==> src/hw/rtl/ray_triangle_intersect_macros.svh <==
// ----------------------------------------------------------------------------
// ray_triangle_intersect_macros
// assertion macros shared by the intersector modules
// ----------------------------------------------------------------------------
`ifndef RAY_TRIANGLE_INTERSECT_MACROS_SVH
`define RAY_TRIANGLE_INTERSECT_MACROS_SVH

// same-cycle implication
`define RTI_ASSERT_IMP(label, clk, rst, ante, cons, msg) \
  label: assert property (@(posedge clk) disable iff (rst) (ante) |-> (cons)) else $error(msg);

// next-cycle implication
`define RTI_ASSERT_NXT(label, clk, rst, ante, cons, msg) \
  label: assert property (@(posedge clk) disable iff (rst) (ante) |=> (cons)) else $error(msg);

`endif

==> src/hw/rtl/rti_pkg.sv <==
// ----------------------------------------------------------------------------
// rti_pkg
// shared types and constants of the ray / triangle intersector
// ----------------------------------------------------------------------------
package rti_pkg;

  // quotient bits produced by each divider (one per pipeline stage)
  localparam int QUO_BITS = 31;

  // fraction bits of t, u and v
  localparam int FRAC_BITS = 16;

  // queue between classifier and divider back end
  localparam int FIFO_DEPTH    = 4;
  localparam int FIFO_PTR_BITS = 2;
  localparam int FIFO_CNT_BITS = 3;

  // classification of one item, carried through queue and dividers
  typedef struct packed {
    logic               reject;
    logic               front;
    logic               tneg;
    logic               tovf;
    logic signed [31:0] dmin;
    logic signed [31:0] dmax;
  } rti_ctl_t;

endpackage

==> src/hw/rtl/rti_fifo.sv <==
// ----------------------------------------------------------------------------
// rti_fifo
// short word queue that decouples the classifier from the dividers
// ----------------------------------------------------------------------------
`include "ray_triangle_intersect_macros.svh"

module rti_fifo #(
  parameter int WIDTH = 8
) (
  input  logic             clk,
  input  logic             rst,
  input  logic             wr_valid,
  output logic             wr_ready,
  input  logic [WIDTH-1:0] wr_data,
  output logic             rd_valid,
  input  logic             rd_ready,
  output logic [WIDTH-1:0] rd_data
);

  logic [WIDTH-1:0]                   mem [rti_pkg::FIFO_DEPTH];
  logic [rti_pkg::FIFO_PTR_BITS-1:0]  wptr;
  logic [rti_pkg::FIFO_PTR_BITS-1:0]  rptr;
  logic [rti_pkg::FIFO_CNT_BITS-1:0]  cnt;
  logic                               wr_fire;
  logic                               rd_fire;

  // handshake
  assign wr_ready = (cnt != rti_pkg::FIFO_CNT_BITS'(rti_pkg::FIFO_DEPTH));
  assign rd_valid = (cnt != '0);
  assign wr_fire  = wr_valid && wr_ready;
  assign rd_fire  = rd_valid && rd_ready;
  assign rd_data  = mem[rptr];

  // storage
  always_ff @(posedge clk) begin
    if (wr_fire) begin
      mem[wptr] <= wr_data;
    end
  end

  // pointers and fill count
  always_ff @(posedge clk) begin
    if (rst) begin
      wptr <= '0;
      rptr <= '0;
      cnt  <= '0;
    end else begin
      if (wr_fire) begin
        wptr <= wptr + 1'b1;
      end
      if (rd_fire) begin
        rptr <= rptr + 1'b1;
      end
      if (wr_fire && !rd_fire) begin
        cnt <= cnt + 1'b1;
      end else if (rd_fire && !wr_fire) begin
        cnt <= cnt - 1'b1;
      end
    end
  end

  `RTI_ASSERT_NXT(a_cnt_drop, clk, rst, rd_fire && !wr_fire, cnt == $past(cnt) - 1'b1, "queue count did not drop on read")

endmodule

==> config.mk <==
export PLATFORM = sky130hd
export DESIGN_NAME = rti_fifo
export DESIGN_NICKNAME = d
export VERILOG_FILES = /design/src/hw/rtl/rti_pkg.sv /design/src/hw/rtl/rti_fifo.sv
export VERILOG_INCLUDE_DIRS = /design/src /design/src/hw/rtl
export SDC_FILE = /design/constraint.sdc
export NUM_CORES = 1
export LEC_CHECK = 0
export BUFFER_PORTS_ARGS = -buffer_cell sky130_fd_sc_hd__clkbuf_2
export CORE_ASPECT_RATIO = 1.4
export CORE_UTILIZATION = 45
export CTS_CLUSTER_DIAMETER = 40
export DETAILED_ROUTE_END_ITERATION = 10
export HOLD_SLACK_MARGIN = 0.06
export PLACE_DENSITY = 0.74
export SYNTH_ARGS = -nofsm -noshare
export SYNTH_HDL_FRONTEND = slang
export SYNTH_SLANG_ARGS = --single-unit
==> constraint.sdc <==
create_clock -name clk -period 1.8 [get_ports clk]
set_input_delay 0.27 -clock clk [delete_from_list [all_inputs] [get_ports clk]]
set_output_delay 0.27 -clock clk [all_outputs]
set_load 0.1 [all_outputs]
==> parameters.txt <==
Parameter                              Value

Run status
  Run status ... finished, violations left
  Violations in the final reports ... setup timing

Power
  Switching share of total power ... 40.1%
  Portion of total power attributed to the clock network ... 17.8%
  Sequential Power Share ... 32.8%
  PwrDens ... 1850 mW/mm^2
  Internal power ... 2.34 mW
  Psw ... 1.56 mW
  Combinational power share ... 49.4%
  Lkg Pwr ... 0.783 nW
  Maximum vdd ir drop ... 0.00132 V

Place
  GP Congestion ... 0.689
  I/O Buffers ... 21
  Worst Setup Slack post-DPL ... -0.0758 ns
  Sum of net half-perimeters after detailed placement ... 1910 um

Worst setup path
  Buf+Inv Stages, Crit Path ... 1
  Setup crit start kind ... flip-flop
  Worst-path cell with the longest stage delay ... dfxtp_4
  Required @ worst endpoint ... 2.02 ns
  Arrival time of data at the critical path endpoint ... 2.10 ns
  Largest incremental delay on the critical path ... 0.37 ns
  Worst Setup End Kind ... flip-flop
  Crit path kind ... flip-flop to flip-flop
  Top Family by Delay on Critical Path ... adder cells
  Maximum fanout along the worst path ... 4
  List of cells traversed by the critical path ... o31ai_4, ha_2, inv_2, fa_2, xor2_1, or3_1, a21oi_1

Cells and area
  Number of inserted diodes ... 0
  Number of nets in the layout ... 141
  Share of cells above drive strength 1 ... 43.5%
  Final cell utilization of the core ... 61.5%
  Area Growth Syn to Fin ... 29.1%
  Most frequent standard cell in the layout excluding fill and tap cells ... edfxtp_1
  Highest-count cells in the layout ignoring fill and taps ... edfxtp_1, clkbuf_2, buf_12

Logic synthesis
  Distinct cell type count of the synthesized netlist ... 23
  Syn_nets ... 108
  Avg Cell Area, Syn ... 18.2 um^2
  Synthesized area ... 0.00164 mm^2
  Cell count after synthesis ... 90
  Flip-flop and latch count after synthesis ... 41
  Syn. warnings ... 0
  Sequential fraction of the synthesis area ... 69.7%

STA
  Number of max-slew violations in the final report ... 0
  Worst Tran Pin Value ... 0.537 ns
  Clock period minus final worst setup slack ... 1.88 ns
  Headroom to the max-slew limit ... 64.3%
  Setup repair after global routing missed its margin ... yes
  Final hold viol count ... 0
  Fmax achieved ... 0.532 GHz
  Final number of setup-violating endpoints ... 1
  Period utilisation layout ... 104%
  PnR worst setup slack ... -0.0794 ns
  Clock Skews ... 0.00502 ns

Die
  Count of standard-cell rows ... 25
  Core Area ... 0.00344 mm^2
  Ports placed on the boundary ... 22
  Starting density of the core ... 47.6%
  Die height ... 73.4 um
  Chip Width ... 53.0 um
  Die Footprint ... 0.00389 mm^2

CTS
  Bufs on Longest Clock Path ... 2
  Clock latency of the later-clocked register in the worst-skew pair ... 0.28 ns
  Clock transition at the registers of the reported paths ... 0.07 ns
  CTS buffer count ... 5
  Cell at the root of the clock tree ... clkbuf_8
  Clock tree from TritonCTS ... built
  CTS sink cnt ... 41
  H-tree level count ... 2

Global route
  Wire length of the first global-routing pass ... 4210 um
  Number of antenna violations at the first check in global routing ... 0
  Number of global-route vias before repair ... 908
  Largest net degree at the start of global routing ... 13
  Remaining Overflow, GRT ... 0
  Global-route usage over all layers ... 16.3%

Hold path
  Worst Hold Class ... input pin to flip-flop

Detailed routing
  Number of DRC markers in iteration 0 ... 11
  Total met2 wirelength after detailed routing ... 1350 um
  Mean number of vias per cell ... 5.30
  Total length of routed wires ... 2630 um
  Detailed-routing iteration count for the pre-antenna-repair pass ... 4
  Routed vias ... 869
  Wire length per cell ... 16.1 um
  Antenna viol nets, final ... 0
  Routed length on met3 ... 131 um
  DRC errors left ... 0
  Topmost layer with routed signal wires ... met4
  Routed metal-1 wire length ... 1030 um

Job
  Maximum Capacitance Violations ... 0
[through the flow]
stage | area [um^2] | std cells | power, mW | setup TNS, ns | hold slack [ns]
4_1_cts | 2110 | 164 | 3.91 | -0.0783 | 0.190
5_1_grt | 2110 | 164 | 4.05 | -0.146 | 0.196
3_3_place_gp | 1980 | 155 | 3.10 | 0 | 0.482
2_1_floorplan | 1660 | 90 | 2.55 | -0.0227 | 0.369
6_report | 2110 | 164 | 3.90 | -0.0794 | 0.204
3_5_place_dp | 1980 | 155 | 3.15 | -0.0758 | 0.490
[area by class of cell]
type                    instances  area [um^2]
clock buffers                   6         72.6
clock inverters                 2         33.8
well taps                      40         50.0
multi-input cells              43          489
flip-flops and latches         41         1150
fillers                       256         1330
repair buffers                 29          308
inverters                       3         11.3
[power by group through the flow]
stage / logic (mW) / clock network, mW / registers [mW]
floorplan: 1.28 / 0 / 1.27
global placement: 1.82 / 0 / 1.28
detailed placement: 1.86 / 0 / 1.30
CTS: 1.92 / 0.711 / 1.28
global route: 2.01 / 0.742 / 1.30
finish: 1.93 / 0.693 / 1.28
[registers in the layout (all words and copies together) (netlist names), named ones only]
register	count
wptr	2
rptr	2
cnt	3
mem	32
[metal layers]
layer	track usage [%]	vias to the layer above
li1	-	404
met1	16.4	419
met2	27.4	32
met3	3.93	14
met4	13.7	0
met5	0	-
[worst register-to-register path, delay by kind of cell, from the launching register on]
kind | cells | cell delay (ns)
compound gates | 2 | 0.38
xor+xnor | 1 | 0.16
fa+ha+maj | 2 | 0.55
buf+inv | 1 | 0.04
flops | 1 | 0.37
simple gates | 1 | 0.32
[final timing paths]
check,startpoint,endpoint,slack (ns),cells after the start
worst max-delay path,cnt[1],cnt[2],-0.08,7
worst min-delay path,wr_data[2],mem[1][2],0.20,1
worst max register to register,cnt[1],cnt[2],-0.08,7
worst min register to register,wptr[1],wptr[1],0.52,2
[cells in the mapped netlist]
cell type	n	area (um^2)
o31ai_2	1	12.5
a21oi_1	1	5.00
a21boi_4	1	18.8
ha_1	5	62.6
mux2i_1	2	20.0
o21ai_0	1	5.00
buf_4	1	7.51
mux2_4	1	15.0
or3_1	1	6.26
xor2_1	4	35.0
fa_1	1	20.0
nor2_1	7	26.3
and2_1	4	25.0
nand2b_1	2	12.5
inv_1	3	11.3
o311ai_1	1	8.76
nand2_1	1	3.75
clkbuf_1	2	7.51
dfxtp_1	9	180
or3_2	1	7.51
nor2_2	1	6.26
edfxtp_1	32	961
mux4_2	8	180
[logic make-up after synthesis]
kind of cell / count (synthesis) / synth area share, %
XOR/XNOR: 4 / 2.14
AND/OR/NAND/NOR: 17 / 5.35
adder cells (fa/ha/maj): 6 / 5.04
flip-flops: 41 / 69.7
buffers and inverters: 6 / 1.60
AO/OA/AOI/OAI: 5 / 3.06
multiplexers: 11 / 13.1
[what timing repair did]
action	in CTS	in global routing
buffers inserted	1	0
hold buffers	0	0
resized for setup	6	2
gates cloned	0	0
setup endpoints to repair	10	10
No activity file was read; power rests on OpenSTA's default activity.
